<file path="src/sv/egsd_pkg.sv">
// ----------------------------------------------------------------------------
// egsd_pkg
// shared types, constants and helpers of the edge and grid seed detector
// ----------------------------------------------------------------------------
package egsd_pkg;

    // default geometry limits
    localparam int DEF_MAX_WIDTH  = 2048;
    localparam int DEF_MAX_HEIGHT = 2048;

    // register indexes of the configuration port
    localparam logic [1:0] REG_IMAGE_WIDTH    = 2'd0;
    localparam logic [1:0] REG_EDGE_THRESHOLD = 2'd1;
    localparam logic [1:0] REG_GRID_SPACING   = 2'd2;

    // register reset values
    localparam logic [11:0] RST_IMAGE_WIDTH    = 12'd640;
    localparam logic [7:0]  RST_EDGE_THRESHOLD = 8'd55;
    localparam logic [7:0]  RST_GRID_SPACING   = 8'd12;

    // field widths
    localparam int PIX_W   = 24;
    localparam int COORD_W = 11;
    localparam int INDEX_W = 22;
    localparam int CMP_W   = 14;  // wide enough for any width or height limit plus one

    localparam logic [INDEX_W-1:0] INDEX_MAX = {INDEX_W{1'b1}};

    // per-pixel control carried from the scan stage into the window stage
    typedef struct packed {
        logic interior;  // centre is not on a border
        logic on_grid;   // centre lies on both grid lines
        logic first;     // pixel opened a frame
        logic fwd;       // line buffer word comes from the previous write
    } ctl_t;

    // all three channel differences strictly above the threshold
    function automatic logic is_edge(input logic [PIX_W-1:0] c, input logic [PIX_W-1:0] n,
                                     input logic [7:0] th);
        logic       hit;
        logic [7:0] a;
        logic [7:0] b;
        logic [7:0] d;
        hit = 1'b1;
        for (int k = 0; k < 3; k++) begin
            a = c[8*k +: 8];
            b = n[8*k +: 8];
            d = (a > b) ? (a - b) : (b - a);
            if (d <= th) begin
                hit = 1'b0;
            end
        end
        return hit;
    endfunction

endpackage

</file>
<file path="src/sv/egsd_scan.sv">
// ----------------------------------------------------------------------------
// egsd_scan
// raster position and grid phase counters, line buffer read address,
// stage register feeding the window stage
// ----------------------------------------------------------------------------
module egsd_scan #(
    parameter int MAX_WIDTH  = egsd_pkg::DEF_MAX_WIDTH,
    parameter int MAX_HEIGHT = egsd_pkg::DEF_MAX_HEIGHT,
    localparam int CW        = $clog2(MAX_WIDTH),
    localparam int RW        = $clog2(MAX_HEIGHT)
) (
    input  logic                         clk,
    input  logic                         rst_n,
    input  logic                         accept,
    input  logic                         frame_start,
    input  logic [egsd_pkg::PIX_W-1:0]   pix,
    input  logic [11:0]                  image_width,
    input  logic [7:0]                   grid_spacing,
    input  logic                         fire,
    output logic [CW-1:0]                rd_col,
    output logic                         s1_valid,
    output logic [CW-1:0]                s1_col,
    output logic [RW-1:0]                s1_row,
    output logic [egsd_pkg::PIX_W-1:0]   s1_pix,
    output egsd_pkg::ctl_t               s1_ctl
);

    localparam int XW = egsd_pkg::CMP_W;

    logic [CW-1:0] col_reg, col_next, cur_col;
    logic [RW-1:0] row_reg, row_next, cur_row;
    logic [7:0]    cph_reg, cph_next, cur_cph;
    logic [7:0]    rph_reg, rph_next, cur_rph;
    logic [XW-1:0] eff_w;
    logic          grid_any;
    egsd_pkg::ctl_t ctl_next;

    logic                       s1_valid_reg, s1_valid_next;
    logic [CW-1:0]              s1_col_reg;
    logic [RW-1:0]              s1_row_reg;
    logic [egsd_pkg::PIX_W-1:0] s1_pix_reg;
    egsd_pkg::ctl_t             s1_ctl_reg;

    function automatic logic [7:0] phase_step(input logic [7:0] p, input logic [7:0] sp);
        logic [8:0] q;
        q = {1'b0, p} + 9'd1;
        return (q >= {1'b0, sp}) ? 8'd0 : q[7:0];
    endfunction

    always_comb
    begin
        cur_col = frame_start ? '0 : col_reg;
        cur_row = frame_start ? '0 : row_reg;
        cur_cph = frame_start ? '0 : cph_reg;
        cur_rph = frame_start ? '0 : rph_reg;

        eff_w = (XW'(image_width) < XW'(MAX_WIDTH)) ? XW'(image_width) : XW'(MAX_WIDTH);
        grid_any = (grid_spacing <= 8'd1);

        ctl_next.interior = (cur_col >= CW'(2)) && (XW'(cur_col) < eff_w)
                            && (cur_row >= RW'(2));
        ctl_next.on_grid  = grid_any || ((cur_cph == 8'd1) && (cur_rph == 8'd1));
        ctl_next.first    = frame_start;
        ctl_next.fwd      = fire && s1_valid_reg && (s1_col_reg == cur_col);

        if ((XW'(cur_col) + XW'(1)) >= eff_w)
        begin
            col_next = '0;
            cph_next = '0;
            if ((XW'(cur_row) + XW'(1)) >= XW'(MAX_HEIGHT))
            begin
                row_next = '0;
                rph_next = '0;
            end
            else
            begin
                row_next = cur_row + RW'(1);
                rph_next = phase_step(cur_rph, grid_spacing);
            end
        end
        else
        begin
            col_next = cur_col + CW'(1);
            cph_next = phase_step(cur_cph, grid_spacing);
            row_next = cur_row;
            rph_next = cur_rph;
        end

        s1_valid_next = accept ? 1'b1 : (fire ? 1'b0 : s1_valid_reg);
    end

    always_ff @(posedge clk or negedge rst_n)
    begin
        if (!rst_n)
        begin
            col_reg      <= '0;
            row_reg      <= '0;
            cph_reg      <= '0;
            rph_reg      <= '0;
            s1_valid_reg <= 1'b0;
            s1_ctl_reg   <= '0;
        end
        else
        begin
            s1_valid_reg <= s1_valid_next;
            if (accept)
            begin
                col_reg    <= col_next;
                row_reg    <= row_next;
                cph_reg    <= cph_next;
                rph_reg    <= rph_next;
                s1_ctl_reg <= ctl_next;
            end
        end
    end

    always_ff @(posedge clk)
    begin
        if (accept)
        begin
            s1_col_reg <= cur_col;
            s1_row_reg <= cur_row;
            s1_pix_reg <= pix;
        end
    end

    assign rd_col   = cur_col;
    assign s1_valid = s1_valid_reg;
    assign s1_col   = s1_col_reg;
    assign s1_row   = s1_row_reg;
    assign s1_pix   = s1_pix_reg;
    assign s1_ctl   = s1_ctl_reg;

endmodule

</file>
<file path="config.mk">
export PLATFORM = sky130hd
export DESIGN_NAME = egsd_scan
export DESIGN_NICKNAME = d
export VERILOG_FILES = /design/src/sv/egsd_pkg.sv /design/src/sv/egsd_scan.sv
export SDC_FILE = /design/constraint.sdc
export NUM_CORES = 1
export LEC_CHECK = 0
export BUFFER_PORTS_ARGS = -buffer_cell sky130_fd_sc_hd__buf_2
export CAP_MARGIN = 20
export CORE_MARGIN = 2
export CORE_UTILIZATION = 55
export DETAILED_ROUTE_END_ITERATION = 8
export PLACE_DENSITY = 0.86
export SLEW_MARGIN = 10
export SYNTH_ARGS = -nofsm -noshare
export SYNTH_HDL_FRONTEND = slang
export SYNTH_SLANG_ARGS = --single-unit
</file>
<file path="constraint.sdc">
create_clock -name clk -period 4 [get_ports clk]
set_input_delay 0.2 -clock clk [delete_from_list [all_inputs] [get_ports clk]]
set_output_delay 0.2 -clock clk [all_outputs]
set_load 0.05 [all_outputs]
</file>
# Word-level counts from Yosys, hierarchy flattened
# Index checks and enable logic that the tools add are counted.
# totals
regBits,89
latchBits,0
mem_bits_rw,0
rom_bits,0
inputBits,49
output_inout_bits,62
elab_cells,52
memories,0
# op_classes
add_sub_neg,6
mul,0
n_div,0
magnitude_cmp,9
n_eq_ne,3
shift,0
n_mux,15
bitwise,0
reduce_logical,7
# ops
cell,count
2-to-1 mux 8 bit,7
2-to-1 mux 11 bit,5
adder 11 x 1 -> 12 bit (second input constant),2
adder 11 x 1 -> 11 bit (second input constant),2
>= comparator 11 x 2 -> 1 bit (second input constant),2
adder 8 x 1 -> 9 bit (second input constant),2
>= comparator 9 x 8 -> 1 bit,2
== test 8 x 1 -> 1 bit (second input constant),2
>= comparator 12 bit,1
>= comparator 12 bit (second input constant),1
< comparator 11 x 12 -> 1 bit,1
< comparator 12 bit (second input constant),1
2-to-1 mux 12 bit,1
== test 11 bit,1
less-or-equal comparator 8 x 1 -> 1 bit (second input constant),1
logical AND 1 bit,5
2-to-1 mux 1 bit,2
nonzero test 2 bit,1
logical OR 1 bit,1

# Depth between registers and ports, before layout
# logic_depth
word_depth,6
depth_mapped,16
mapped_depth_nobuf,15

# Least setup slack after synthesis
# No wires, ideal clock.
# synth_path
path_kind,input to register
from,in frame_start
to,reg rph_reg[6]
setup_time_ns,0.127
t_arrival_ns,3.735
t_required_ns,3.873
setup_slack_ns,0.138
cell_stages,16
n_path_buf,3
path_cell_list,buf_6 > buf_2 > nor2b_1 > ha_1 > nand4b_1 > nor2_1 > and3_1 > and3_1 > xor2_1 > ha_1 > a21o_1 > a21oi_1 > o21ai_1 > buf_2 > a41oi_1 > o21ai_1
# synth_between
elab_cells_between_ends,12
classes_between,add/sub: 3; order compare: 3; mux: 6
# synth_lines
item,line,source
start: declaration,egsd_scan.sv:15,"input logic frame_start,"
2-to-1 mux 11 bit,egsd_scan.sv:52,cur_col = frame_start ? '0 : col_reg;
net rd_col[1],egsd_scan.sv:20,"output logic [CW-1:0] rd_col,"
adder 11 x 1 -> 12 bit,egsd_scan.sv:66,if ((XW'(cur_col) + XW'(1)) >= eff_w)
>= comparator 12 bit,egsd_scan.sv:66,
2-to-1 mux 8 bit,egsd_scan.sv:66,
end signal: assignment,egsd_scan.sv:111,rph_reg <= rph_next;
end: declaration,egsd_scan.sv:33,"logic [7:0] rph_reg, rph_next, cur_rph;"
# The timed path passes the listed nets, and every way through them passes these cells.
# A chain may end at the register's enable or synchronous reset.

# Worst setup path after layout
# layout_path
from,reg col_reg[0]
to,reg cph_reg[7]
# layout_between
elab_chain_cells,4
# layout_lines
item,line,source
start: declaration,egsd_scan.sv:30,"logic [CW-1:0] col_reg, col_next, cur_col;"
start signal: assignment,egsd_scan.sv:108,col_reg <= col_next;
2-to-1 mux 11 bit,egsd_scan.sv:52,
adder 11 x 1 -> 12 bit,egsd_scan.sv:66,
>= comparator 12 bit,egsd_scan.sv:66,
2-to-1 mux 8 bit,egsd_scan.sv:66,
end signal: assignment,egsd_scan.sv:110,cph_reg <= cph_next;
end: declaration,egsd_scan.sv:32,"logic [7:0] cph_reg, cph_next, cur_cph;"
# Every way passes these cells.

==> metrics.csv <==
stage,metric,value,unit
status,status,"complete, no violations",
sta,skew,0.0136,ns
cells_and_area,multiInputGateArea,2540,um^2
floorplanning,chipWidth,101,um
sta,finalSetupTns,0,ns
floorplanning,die_y,101,um
cts,cts_root_buf,clkbuf_8,
synthesis,synth-seq-cells,89,
sta,worst_pin_slew,0.902,ns
cts,clockBufferDepth,2,
run,max-cap-violations,0,
power,p_int,1.46,mW
worst_setup_path,rrSetupSlack,0.44,ns
global_route,grt_usage,24.4,%
sta,rsz0062_at_grt,no,
worst_setup_path,slowest_stage,dfrtp_1,
power,comb_power_share,20.0,%
cells_and_area,num-fill-cells,687,
sta,finalHoldViolations,0,
floorplanning,initial_core_util,56.5,%
cells_and_area,drive_gt1_share,24.2,%
floorplanning,num_io_pins,111,
worst_setup_path,cp.depth,14,
worst_setup_path,critical_path.startpoint,col_reg[0],
global_route,grt_overflow,0,
power,swShare,31.9,%
floorplanning,die_area,10300,um^2
global_route,grt_start_max_net_pins,77,
routing,dr.pass1.iters,6,
cts,cts_tree,built,
worst_setup_path,cp-end-kind,flip-flop,
worst_setup_path,timing.rr.start,col_reg[0],
power,p_leak,2.93,nW
place,routabilityCongestion,0.904,
cells_and_area,fin_nets,720,
power,p_clk_share,30.3,%
worst_setup_path,rr_endpoint,cph_reg[7],
worst_setup_path,worstPathCellList,nand2_1 > inv_1 > ha_1 > nand4b_1 > nor2_1 > and3_1 > and3_1 > xor2_1 > ha_1 > a21o_1 > a21oi_1 > o21a_2 > o311ai_2 > o32ai_1,
global_route,grt_pass1_wl,19900,um
place,dp_slack,0.302,ns
sta,min_period,3.56,ns
power,irDropWorstVdd,0.000161,V
worst_setup_path,cp_top_family,compound AO/OA/AOI/OAI gates,
synthesis,synth_cells,501,
synthesis,syn_area,5230,um^2
sta,max_freq,281,MHz
synthesis,postSynthNetCount,597,
synthesis,synth_edf_count,46,
worst_hold_path,holdCritStartpoint,pix[9],
synthesis,ys_types,61,
cells_and_area,seq_area,2460,um^2
synthesis,synth_warnings,0,
worst_setup_path,crit_arrival,3.83,ns
global_route,antenna_found_initial,0,
cells_and_area,diodes,0,
routing,wl,12200,um
routing,drc_errors,0,
global_route,grt_pass1_vias,4222,
power,pwr-share-seq,49.6,%
place,place.detailed.hpwl,8780,um
worst_setup_path,critPathRequiredTime,4.27,ns
place,io_buffers,110,
synthesis,ys_seq_area_share,47.0,%
cts,h-tree-depth,3,
sta,finalCritPeriodShare,89.0,%
cts,clk-insertion-delay-late,0.37,ns
power,p_per_area,341,nW/um^2
cts,clock-sinks,89,
worst_setup_path,max_stage_delay,0.40,ns
power,p_switching,0.681,mW
cells_and_area,syn2layout_area_growth,19.9,%
routing,ant_nets,0,
cells_and_area,largest_reg_flops,24,
sta,setup_ws,0.439,ns
sta,drv_slew,0,
floorplanning,design.core.area,9240,um^2
worst_setup_path,critPathKind,reg -> reg,
worst_hold_path,holdCritPathClass,in -> reg,
synthesis,syn_avg_cell_area,10.4,um^2
cts,cts_buffers,9,
routing,via_per_inst,5.75,
worst_setup_path,start_kind,flip-flop,
sta,finalSetupViolations,0,
worst_setup_path,path_buf_inv,1,
cts,ctsResizeCount,0,
worst_setup_path,critPathMaxFanout,16,
worst_setup_path,critPathCapture,cph_reg[7],
cts,clk_pin_slew,0.10,ns
routing,vias,4355,
sta,max-slew-margin-rel,39.9,%
worst_setup_path,r2r_cells,14,
floorplanning,rows,35,
synthesis,ys.flop_type,edfxtp_1,
synthesis,async_flop_share,48.3,%
routing,routedWlPerCell,16.1,um
routing,first_iter_violations,241,
## worst reg2reg max path, delay by kind of cell, from the launching register on
kind	cells	cell delay, ns
xor+xnor	1	0.23
buf+inv	1	0.19
flops	1	0.40
compound gates	5	1.31
fa+ha+maj	2	0.52
simple gates	5	0.85
## per-layer routing
layer / global-route usage (%) / wire length, um / up-vias
met5: 0 / 0 / -
met4: 9.88 / 198 / 0
met3: 3.73 / 755 / 20
met2: 41.0 / 6050 / 170
met1: 31.8 / 5200 / 2084
li1: - / - / 2081
## power groups by stage
| stage | Combinational, mW | Sequential, mW | Clock [mW] |
|---|---|---|---|
| after floorplan | 0.172 | 1.20 | 0 |
| after global placement | 0.404 | 1.08 | 0 |
| after detailed placement | 0.414 | 1.08 | 0 |
| after CTS | 0.426 | 1.06 | 0.661 |
| after global routing | 0.467 | 1.07 | 0.698 |
| final | 0.428 | 1.06 | 0.648 |
## layout make-up
type	instances	area share, %
repair buffers	133	12.3
flip-flops and latches	89	39.2
clock buffers	9	1.98
inverters	33	1.98
clock inverters	7	1.32
multi-input cells	358	40.6
well taps	129	2.58
## cell families after synthesis
family	Yosys count	synth area share, %
adders and majority gates	47	11.3
xor gates and xnor gates	31	5.20
and+or+nand+nor	180	18.3
buffers and inverters	54	4.26
DFF	89	47.0
AOI/OAI and AO/OA	99	13.8
muxes	1	0.192
## worst min-delay path by stage
stage | slack (ns) | cells past startpoint | end
finish | 0.004 | 1 | s1_pix[9]
global placement | 0.38 | 1 | s1_pix[5]
detailed placement | 0.38 | 1 | s1_pix[3]
CTS | 0.00003 | 1 | s1_pix[22]
floorplan | -0.1 | 0 | col_reg[0]
global route | 0.0002 | 1 | s1_pix[2]
## synthesized netlist by cell type (7+ instances only)
cell	instances	share of area (%)
clkbuf_1	10	0.72
nor2_1	23	1.7
buf_2	7	0.67
a21oi_1	20	1.9
a21o_1	7	1.0
o2bb2ai_1	14	2.3
dfrtp_1	43	21
xnor2_1	13	2.2
nand4_1	9	1.1
nand3_1	20	1.9
nor4_1	13	1.6
nor2b_1	25	3.0
nor3_1	8	0.77
nand2_1	50	3.6
inv_1	31	2.2
edfxtp_1	46	26
ha_1	47	11
and3_1	11	1.3
xor2_1	18	3.0
o21ai_0	15	1.4
## layout by cell type (no fill, tap or decap), drive strengths merged, types with 14 or more instances in the layout
master	instances
o21ai	18
a21oi	22
nand3	20
inv	37
o2bb2ai	14
nand2	51
buf	119
nor2b	27
edfxtp	46
xor2	18
dfrtp	43
ha	47
nor2	23
dlygate4sd3	14
## stage by stage
stage               power (mW)  cell area [um^2]  utilization [%]  std cells  hold slack [ns]
global placement          1.48              5900             63.8        727            0.376
global route              2.23              6260             67.8        758         0.000193
finish                    2.14              6260             67.8        758          0.00397
detailed placement        1.49              5900             63.8        727            0.378
CTS                       2.15              6230             67.5        756        0.0000333
floorplan                 1.37              5230                -        501          -0.0956
## what timing repair did
item / 4_1_cts / 5_1_grt
setup buffers: 0 / 0
hold buffers: 13 / 1
hold endpoints to repair: 13 / 43
No activity file was read; power rests on OpenSTA's default activity.
