### config.mk
export PLATFORM = sky130hd
export DESIGN_NAME = egsd_window
export DESIGN_NICKNAME = d
export VERILOG_FILES = /design/src/sv/egsd_pkg.sv /design/src/sv/egsd_window.sv
export SDC_FILE = /design/constraint.sdc
export NUM_CORES = 1
export LEC_CHECK = 0
export ABC_CLOCK_PERIOD_IN_PS = 12600
export CELL_PAD_IN_SITES_DETAIL_PLACEMENT = 2
export CELL_PAD_IN_SITES_GLOBAL_PLACEMENT = 2
export CORE_MARGIN = 3
export CORE_UTILIZATION = 38
export CTS_CLUSTER_DIAMETER = 50
export CTS_CLUSTER_SIZE = 28
export DETAILED_ROUTE_END_ITERATION = 8
export DONT_BUFFER_PORTS = 1
export PLACE_DENSITY = 0.83
export SETUP_SLACK_MARGIN = 0.3
export SYNTH_ARGS = -nofsm -noshare
export SYNTH_HDL_FRONTEND = slang
export SYNTH_SLANG_ARGS = --single-unit
### constraint.sdc
create_clock -name clk -period 12.6 [get_ports clk]
set_clock_uncertainty 0.1 [all_clocks]
set_input_delay 2.52 -clock clk [delete_from_list [all_inputs] [get_ports clk]]
set_output_delay 2.52 -clock clk [all_outputs]
set_load 0.02 [all_outputs]
### src/sv/egsd_pkg.sv
// ----------------------------------------------------------------------------
// egsd_pkg
// shared types, constants and helpers of the edge and grid seed detector
// ----------------------------------------------------------------------------
package egsd_pkg;

    // default geometry limits
    localparam int DEF_MAX_WIDTH  = 2048;
    localparam int DEF_MAX_HEIGHT = 2048;

    // register indexes of the configuration port
    localparam logic [1:0] REG_IMAGE_WIDTH    = 2'd0;
    localparam logic [1:0] REG_EDGE_THRESHOLD = 2'd1;
    localparam logic [1:0] REG_GRID_SPACING   = 2'd2;

    // register reset values
    localparam logic [11:0] RST_IMAGE_WIDTH    = 12'd640;
    localparam logic [7:0]  RST_EDGE_THRESHOLD = 8'd55;
    localparam logic [7:0]  RST_GRID_SPACING   = 8'd12;

    // field widths
    localparam int PIX_W   = 24;
    localparam int COORD_W = 11;
    localparam int INDEX_W = 22;
    localparam int CMP_W   = 14;  // wide enough for any width or height limit plus one

    localparam logic [INDEX_W-1:0] INDEX_MAX = {INDEX_W{1'b1}};

    // per-pixel control carried from the scan stage into the window stage
    typedef struct packed {
        logic interior;  // centre is not on a border
        logic on_grid;   // centre lies on both grid lines
        logic first;     // pixel opened a frame
        logic fwd;       // line buffer word comes from the previous write
    } ctl_t;

    // all three channel differences strictly above the threshold
    function automatic logic is_edge(input logic [PIX_W-1:0] c, input logic [PIX_W-1:0] n,
                                     input logic [7:0] th);
        logic       hit;
        logic [7:0] a;
        logic [7:0] b;
        logic [7:0] d;
        hit = 1'b1;
        for (int k = 0; k < 3; k++) begin
            a = c[8*k +: 8];
            b = n[8*k +: 8];
            d = (a > b) ? (a - b) : (b - a);
            if (d <= th) begin
                hit = 1'b0;
            end
        end
        return hit;
    endfunction

endpackage

### src/sv/egsd_window.sv
// ----------------------------------------------------------------------------
// egsd_window
// 3x3 window, neighbor difference test, seed numbering and output register
// ----------------------------------------------------------------------------
module egsd_window #(
    parameter int MAX_WIDTH  = egsd_pkg::DEF_MAX_WIDTH,
    parameter int MAX_HEIGHT = egsd_pkg::DEF_MAX_HEIGHT,
    localparam int CW        = $clog2(MAX_WIDTH),
    localparam int RW        = $clog2(MAX_HEIGHT),
    localparam int PW        = egsd_pkg::PIX_W
) (
    input  logic              clk,
    input  logic              rst_n,
    input  logic              s1_valid,
    input  logic [CW-1:0]     s1_col,
    input  logic [RW-1:0]     s1_row,
    input  logic [PW-1:0]     s1_pix,
    input  egsd_pkg::ctl_t    s1_ctl,
    input  logic [2*PW-1:0]   rdata,
    input  logic [7:0]        edge_threshold,
    input  logic              m_tready,
    output logic              fire,
    output logic              wr_en,
    output logic [2*PW-1:0]   wr_data,
    output logic              m_tvalid,
    output logic [71:0]       m_tdata,
    output logic              m_tuser
);

    localparam int IW = egsd_pkg::INDEX_W;

    // columns 1 and 2 of the window, rows top, middle, bottom
    logic [PW-1:0]   c1_reg [3];
    logic [PW-1:0]   c2_reg [3];
    logic [2*PW-1:0] fwd_data_reg;
    logic [IW-1:0]   cnt_reg;
    logic            out_valid_reg;
    logic [71:0]     out_data_reg;
    logic            out_edge_reg;

    logic [2*PW-1:0] eff;
    logic [PW-1:0]   new_col [3];
    logic [PW-1:0]   centre;
    logic            edge_hit;
    logic            seed;
    logic            out_free;
    logic [IW-1:0]   base;
    logic [IW-1:0]   cnt_next;
    logic [egsd_pkg::COORD_W-1:0] sx;
    logic [egsd_pkg::COORD_W-1:0] sy;

    always_comb
    begin
        eff        = s1_ctl.fwd ? fwd_data_reg : rdata;
        new_col[0] = eff[PW-1:0];
        new_col[1] = eff[2*PW-1:PW];
        new_col[2] = s1_pix;
        centre     = c2_reg[1];

        edge_hit = egsd_pkg::is_edge(centre, c1_reg[0], edge_threshold)
                 | egsd_pkg::is_edge(centre, c1_reg[1], edge_threshold)
                 | egsd_pkg::is_edge(centre, c1_reg[2], edge_threshold)
                 | egsd_pkg::is_edge(centre, c2_reg[0], edge_threshold)
                 | egsd_pkg::is_edge(centre, c2_reg[2], edge_threshold)
                 | egsd_pkg::is_edge(centre, new_col[0], edge_threshold)
                 | egsd_pkg::is_edge(centre, new_col[1], edge_threshold)
                 | egsd_pkg::is_edge(centre, new_col[2], edge_threshold);

        seed     = s1_ctl.interior && (edge_hit || s1_ctl.on_grid);
        out_free = !out_valid_reg || m_tready;
        fire     = s1_valid && (!seed || out_free);

        base = s1_ctl.first ? '0 : cnt_reg;
        if (seed && (base < egsd_pkg::INDEX_MAX))
        begin
            cnt_next = base + IW'(1);
        end
        else
        begin
            cnt_next = base;
        end

        sx = egsd_pkg::COORD_W'(s1_col - CW'(1));
        sy = egsd_pkg::COORD_W'(s1_row - RW'(1));

        // upper entry takes the old middle, middle entry takes the new pixel
        wr_en   = fire;
        wr_data = {s1_pix, new_col[1]};
    end

    always_ff @(posedge clk or negedge rst_n)
    begin
        if (!rst_n)
        begin
            cnt_reg       <= '0;
            out_valid_reg <= 1'b0;
        end
        else
        begin
            if (fire)
            begin
                cnt_reg <= cnt_next;
            end
            if (fire && seed)
            begin
                out_valid_reg <= 1'b1;
            end
            else if (m_tready)
            begin
                out_valid_reg <= 1'b0;
            end
        end
    end

    always_ff @(posedge clk)
    begin
        if (fire)
        begin
            for (int r = 0; r < 3; r++)
            begin
                c1_reg[r] <= c2_reg[r];
                c2_reg[r] <= new_col[r];
            end
            fwd_data_reg <= wr_data;
        end
        if (fire && seed)
        begin
            out_data_reg <= {4'b0000, base, centre[23:16], centre[15:8], centre[7:0], sy, sx};
            out_edge_reg <= edge_hit;
        end
    end

    assign m_tvalid = out_valid_reg;
    assign m_tdata  = out_data_reg;
    assign m_tuser  = out_edge_reg;

endmodule

Word-level counts from Yosys, hierarchy flattened
Memory sizes are Yosys's and may differ from the RTL's. Cells that the tools add are included.

Bits in registers: 140. Output and inout port bits: 124. Memory bits (writable): 144. Memories: 2.

Memories: c1_reg (depth 3, bits a word 24, read ports 3, clocked after Yosys merged registers in 0, wr ports 3, RTL line egsd_window.sv:33) `logic [PW-1:0] c1_reg [3];`; c2_reg (depth 3, bits a word 24, read ports 3, clocked after Yosys merged registers in 0, wr ports 3, RTL line egsd_window.sv:34) `logic [PW-1:0] c2_reg [3];`.

Order comparisons: 49. Reductions and logical operators: 10. Multiplexer cells: 55. Bitwise operators: 7. $add $sub $neg: 51.

Operators with widths (count): subtractor 8 bit (48); greater-than comparator 8 bit (24); <= comparator 8 bit (24); two-way mux 8 bit (24); two-way mux 48 bit (1); two-way mux 22 bit (2); two-way mux 1 bit (28); adder 22 x 1 -> 22 bit (second input constant) (1); less-than comparator 22 bit (second input constant) (1); subtractor 11 x 1 -> 11 bit (second input constant) (2); OR 1 bit (7); logical AND 1 bit (4); logical OR 1 bit (3); zero test 1 bit (2); nonzero test 2 bit (1).

Logic depth before layout (Yosys ltp)
An unclocked memory read counts as a cell.

Word-level depth: 21. Depth in mapped cells: 29. Depth with buffers taken out: 24.

Least setup slack after synthesis
No wires, ideal clock.

Path kind: input-to-output. From: in s1_ctl[0] in the netlist's numbering. To: out wr_en. Data required time: 9.980 ns. Arrival time: 11.047 ns. Path buffers: 6. Stages: 28. Path slack: -1.067 ns. Path through: clkbuf_1 -> clkbuf_1 -> buf_1 -> mux2i_1 -> inv_1 -> ha_1 -> inv_1 -> fa_1 -> a21o_1 -> a21oi_1 -> o22ai_1 -> o22a_1 -> clkbuf_1 -> buf_1 -> mux2i_1 -> nand2_1 -> a221oi_1 -> xnor2_1 -> ha_1 -> a21oi_1 -> a21boi_0 -> o311ai_1 -> o32ai_1 -> nand2b_1 -> o31ai_4 -> o21ai_0 -> inv_1 -> buf_4.

Elaborated cells between the ends (all ways): 45. Classes of those cells: add/sub (12); order compare (12); mux (13); bitwise (3); reduce/logical (5).

RTL lines: start: declaration (RTL line egsd_window.sv:18) `input egsd_pkg::ctl_t s1_ctl,`; two-way mux 48 bit (*) (RTL line egsd_window.sv:54) `eff = s1_ctl.fwd ? fwd_data_reg : rdata;`; net eff[32] (RTL line egsd_window.sv:41) `logic [2*PW-1:0] eff;`; subtractor 8 bit / greater-than comparator 8 bit (equally long branches) (RTL line egsd_pkg.sv:48) `d = (a > b) ? (a - b) : (b - a);`; two-way mux 8 bit (*) (RTL line egsd_pkg.sv:48); <= comparator 8 bit (*) (RTL line egsd_pkg.sv:49) `if (d <= th) begin`; two-way mux 1 bit (*) (2 in series) (RTL line egsd_pkg.sv:49); OR 1 bit (*) (RTL line egsd_window.sv:66) `| egsd_pkg::is_edge(centre, new_col[1], edge_threshold)`; OR 1 bit (*) (RTL line egsd_window.sv:67) `| egsd_pkg::is_edge(centre, new_col[2], edge_threshold);`; logical OR 1 bit (*) (RTL line egsd_window.sv:69) `seed = s1_ctl.interior && (edge_hit || s1_ctl.on_grid);`; logical AND 1 bit (*) (RTL line egsd_window.sv:69); zero test 1 bit (*) (RTL line egsd_window.sv:71) `fire = s1_valid && (!seed || out_free);`; logical OR 1 bit (*) (RTL line egsd_window.sv:71); logical AND 1 bit (*) (RTL line egsd_window.sv:71); end: declaration (RTL line egsd_window.sv:23) `output logic wr_en,`.

Mark *: on every way through the listed nets, which the timed path passes. The rest lies on a longest branch.

Worst setup path after layout
From: in s1_ctl[0] in the netlist's numbering. To: out wr_en.

Elaborated cells between the ends (all ways): 45. Classes of those cells: add/sub (12); order compare (12); mux (13); bitwise (3); reduce/logical (5).

RTL lines: two-way mux 48 bit (*) (RTL line egsd_window.sv:54); net wr_data[0] (RTL line egsd_window.sv:24) `output logic [2*PW-1:0] wr_data,`; subtractor 8 bit / greater-than comparator 8 bit (equally long branches) (RTL line egsd_pkg.sv:48); two-way mux 8 bit (*) (RTL line egsd_pkg.sv:48); <= comparator 8 bit (*) (RTL line egsd_pkg.sv:49); two-way mux 1 bit (*) (3 in series) (RTL line egsd_pkg.sv:49); OR 1 bit (*) (RTL line egsd_window.sv:66); OR 1 bit (*) (RTL line egsd_window.sv:67); logical OR 1 bit (*) (RTL line egsd_window.sv:69); logical AND 1 bit (*) (RTL line egsd_window.sv:69); zero test 1 bit (*) (RTL line egsd_window.sv:71); logical OR 1 bit (*) (RTL line egsd_window.sv:71); logical AND 1 bit (*) (RTL line egsd_window.sv:71).

Marked as above.

==> summary.txt <==
Status
  • Run status: complete, no violations

Logic synthesis
  • Top_reg_cell synth: edfxtp_1
  • Yosys warnings: 0
  • Multiplexer share of the synthesized area: 0.07392
  • Xor and xnor fraction of the mapped netlist area: 0.05481
  • Cell area after synthesis: roughly 28,000 µm²
  • Largest area contributor in the synthesized netlist: ha_1
  • Most instantiated cells after synthesis: 555 x ha_1, 353 x inv_1, 272 x a21oi_1
  • Proportion of synthesized flip-flops having asynchronous set or reset: 0.09746
  • Cell types occupying the most area after synthesis: ha_1 25%, edfxtp_1 23%, mux2i_1 5.6%, a21oi_1 4.9%, inv_1 4.7%
  • Number of flops mapped to enable cells by yosys: 213
  • Combinational family with the most area after synthesis: adder cells
  • Post-synthesis instance total: about 2,900
  • Post-synthesis adder-cell area fraction: 0.2827
  • Yosys reg bits: ~240
  • Library cell with the highest instance count after synthesis: ha_1
  • Seq/Total Area, Yosys: 0.2493
  • Number of distinct standard cells referenced by the synthesized netlist: 75
  • Post-synth top area share: 0.2483
  • Post-Syn Area per Cell: between 9 and 10 µm²
  • Share of the synthesized area in compound gates (AO/OA/AOI/OAI): 0.1775
  • Synth Area in Simple Gates: 0.09240

Clock tree
  • Clk_lat worst skew: 0.61 ns
  • CTS tree: yes
  • Clock Sinks: 236
  • Inserted Clock Buffers: 45
  • Count of hold buffers inserted by post-cts repair: 0
  • CTS H-tree lvls: 2
  • CTS Buffer Depth: 3
  • Number of setup buffers added after CTS: 0
  • Clock root buffer master: clkbuf_16
  • Post-CTS Resized: 0
  • Clock transition at the registers of the reported paths: 0.06 ns

Cells and area
  • Max reg flops: 72
  • Fraction of layout cells with a size suffix above 1: 0.06403
  • Final Util: 0.4220
  • Final nets: 3,612
  • Fill cell count: approximately 7,600
  • Layout overhead on the synthesized area: 8.980%

Worst setup path
  • Max Fanout on Critical Path: 48
  • Worst-path cell chain: mux2i_1 > inv_1 > ha_1 > inv_1 > fa_1 > a21o_1 > a21o_1 > a21oi_1 > o21a_1 > nand2b_1 > a21oi_2 > mux2i_1 > o221ai_1 > xor2_1 > ha_1 > nand4_1 > nor2_1 > nor2_1 > o311ai_1 > o32ai_1 > nand2b_1 > o31ai_4 > o21ai_1 > clkinvlp_4
  • Type of the worst setup path: in2out
  • Delay-heaviest family, CP: compound AO/OA/AOI/OAI gates
  • Critical-path cell with the highest stage delay: o32ai_1
  • Data arrival time of the critical path: roughly 8.6 ns
  • Stage delay of the slowest cell on the critical path: 0.89 ns
  • Crit end category: primary output
  • Required time reported for the critical path endpoint: 9.98 ns
  • Combined buffer and inverter count along the critical path: 3
  • Crit start category: primary input

Timing
  • Final cycle utilization of the critical path: 0.8909
  • Fmax: 89.08 MHz
  • Period minus WS final: 11.23 ns
  • Max-slew violations: 0
  • Least-Margin Pin Slew: between 1 and 1.5 ns
  • Final setup TNS: 0 ns
  • Final critical-path setup slack: 1.374 ns
  • Normalized max-slew margin: 0.2131
  • Hold slack final: 0.3663 ns
  • Setup repair after global routing missed its margin: false
  • Number of endpoints with negative hold slack in the final report: 0
  • Number of setup violations in the final report: 0

Global routing
  • Overall track demand over capacity in global routing: 0.2726
  • Vias in the first global route: 26,610
  • Largest net degree at the start of global routing: 70
  • First-pass GRT wire length: 164,100 µm
  • Antenna violations before repair: 8
  • Congestion Overflow GR: 0

Floorplan
  • Number of primary I/O pins: 234
  • Initial cell density of the core: 0.3872
  • Full die area: between 70,000 and 80,000 µm²
  • Std-Cell Rows: 98
  • Die height: 277.3 µm
  • Width of the die: 277.3 µm
  • Core area: between 70,000 and 80,000 µm²

Min path
  • HP Class: reg2reg

Route
  • Per-cell routed wire length: 27.74 µm
  • DRT Pass-1 Iters: 5
  • Remaining DRCs: 0
  • Number of routed nets with antenna violations: 0
  • Vias/cell: 5.977
  • Sum of routed wire length over all layers: approximately 110,000 µm
  • Detailed-route via count: 23,260
  • DR iter-0 viols: 1,363

Power
  • Peak supply drop: 0.0001176 V
  • Total chip power: slightly above 0.005 W
  • Static leakage: 14.13 nW
  • Power density over cell area: around 170 nW/µm²

Place
  • RePlAce Congestion: 0.8805
  • Post-placement worst setup slack: 1.482 ns
  • Count of buffers inserted at the top-level ports: 0
  • Total half-perimeter wirelength after legalization and detailed placement: 79,190 µm

Run
  • Max Cap Violations: 0
-- power by group --
part	leakage [nW]	total [W]	switching, W	internal, W
combinational	11.0	0.00268	0.00164	0.00104
sequential	2.35	0.00112	0.000130	0.000993
clock	0.799	0.00134	0.000532	0.000809
-- kinds of logic after synthesis --
| kind of cell | count (synthesis) |
|---|---|
| AO/OA/AOI/OAI | 754 |
| XOR/XNOR | 175 |
| adder cells (fa/ha/maj) | 603 |
| buffers and inverters | 456 |
| flip-flops | 236 |
| multiplexers | 201 |
| other | 1 |
| AND/OR/NAND/NOR | 494 |
-- routing by layer --
| layer | vias to the layer above | global-route usage | share of wire |
|---|---|---|---|
| met2 | 566 | 0.4950 | 0.50 |
| met1 | 11940 | 0.3227 | 0.42 |
| met4 | 6 | 0.09725 | 0.037 |
| met5 | - | 0 | 0.00034 |
| li1 | 10530 | - | - |
| met3 | 210 | 0.04418 | 0.044 |
-- path summary, 6_finish.rpt --
path                                     to  slack, ns              from  cells past startpoint
min in group asynchronous        cnt_reg[7]       1.50             rst_n                      0
max in group asynchronous       cnt_reg[13]      10.80             rst_n                      0
setup / recovery                      wr_en       1.37         s1_ctl[0]                     24
hold reg to reg                 cnt_reg[10]       0.37       cnt_reg[10]                      1
setup reg to reg           fwd_data_reg[26]       3.66  fwd_data_reg[10]                     23
hold / removal                  cnt_reg[10]       0.37       cnt_reg[10]                      1
-- through the flow --
| step | instances | instance area [µm²] |
|---|---|---|
| global placement | 3802 | 28800 |
| global route | 3888 | 30470 |
| floorplan | 2923 | 27990 |
| finish | 3891 | 30470 |
| CTS | 3886 | 30460 |
| detailed placement | 3802 | 28800 |
-- final cells by class --
class | count | area [µm²] | area share
Antenna cell | 5 | 12.51 | 0.0004106
Clock inverter | 36 | 491.7 | 0.01614
Multi-Input combinational cell | 2231 | 19070 | 0.6258
Inverter | 353 | 1329 | 0.04360
Clock buffer | 48 | 1169 | 0.03835
Timing Repair Buffer | 32 | 240.2 | 0.007883
Sequential cell | 236 | 6972 | 0.2288
Tap cell | 950 | 1189 | 0.03900
-- layout by cell type, fill, tap and decap left out, drive strengths merged, types with 10 or more instances in the layout --
master and count:
edfxtp 213, o22a 10, o211ai 25, nor2b 59, and3 15, a31oi 10, mux2i 157, a211oi 26
nand2 118, o22ai 13, nand4 87, o221ai 15, ha 555, clkinv 15, fa 48, o21ai 76
dfrtp 23, nor3 36, nand2b 13, a21oi 278, buf 32, nand3 51, o21bai 81, xnor2 112
xor2 63, mux2 44, a221oi 23, inv 365, nor2 68, a21o 133, clkbuf 48
(Power assumes the default switching activity.)
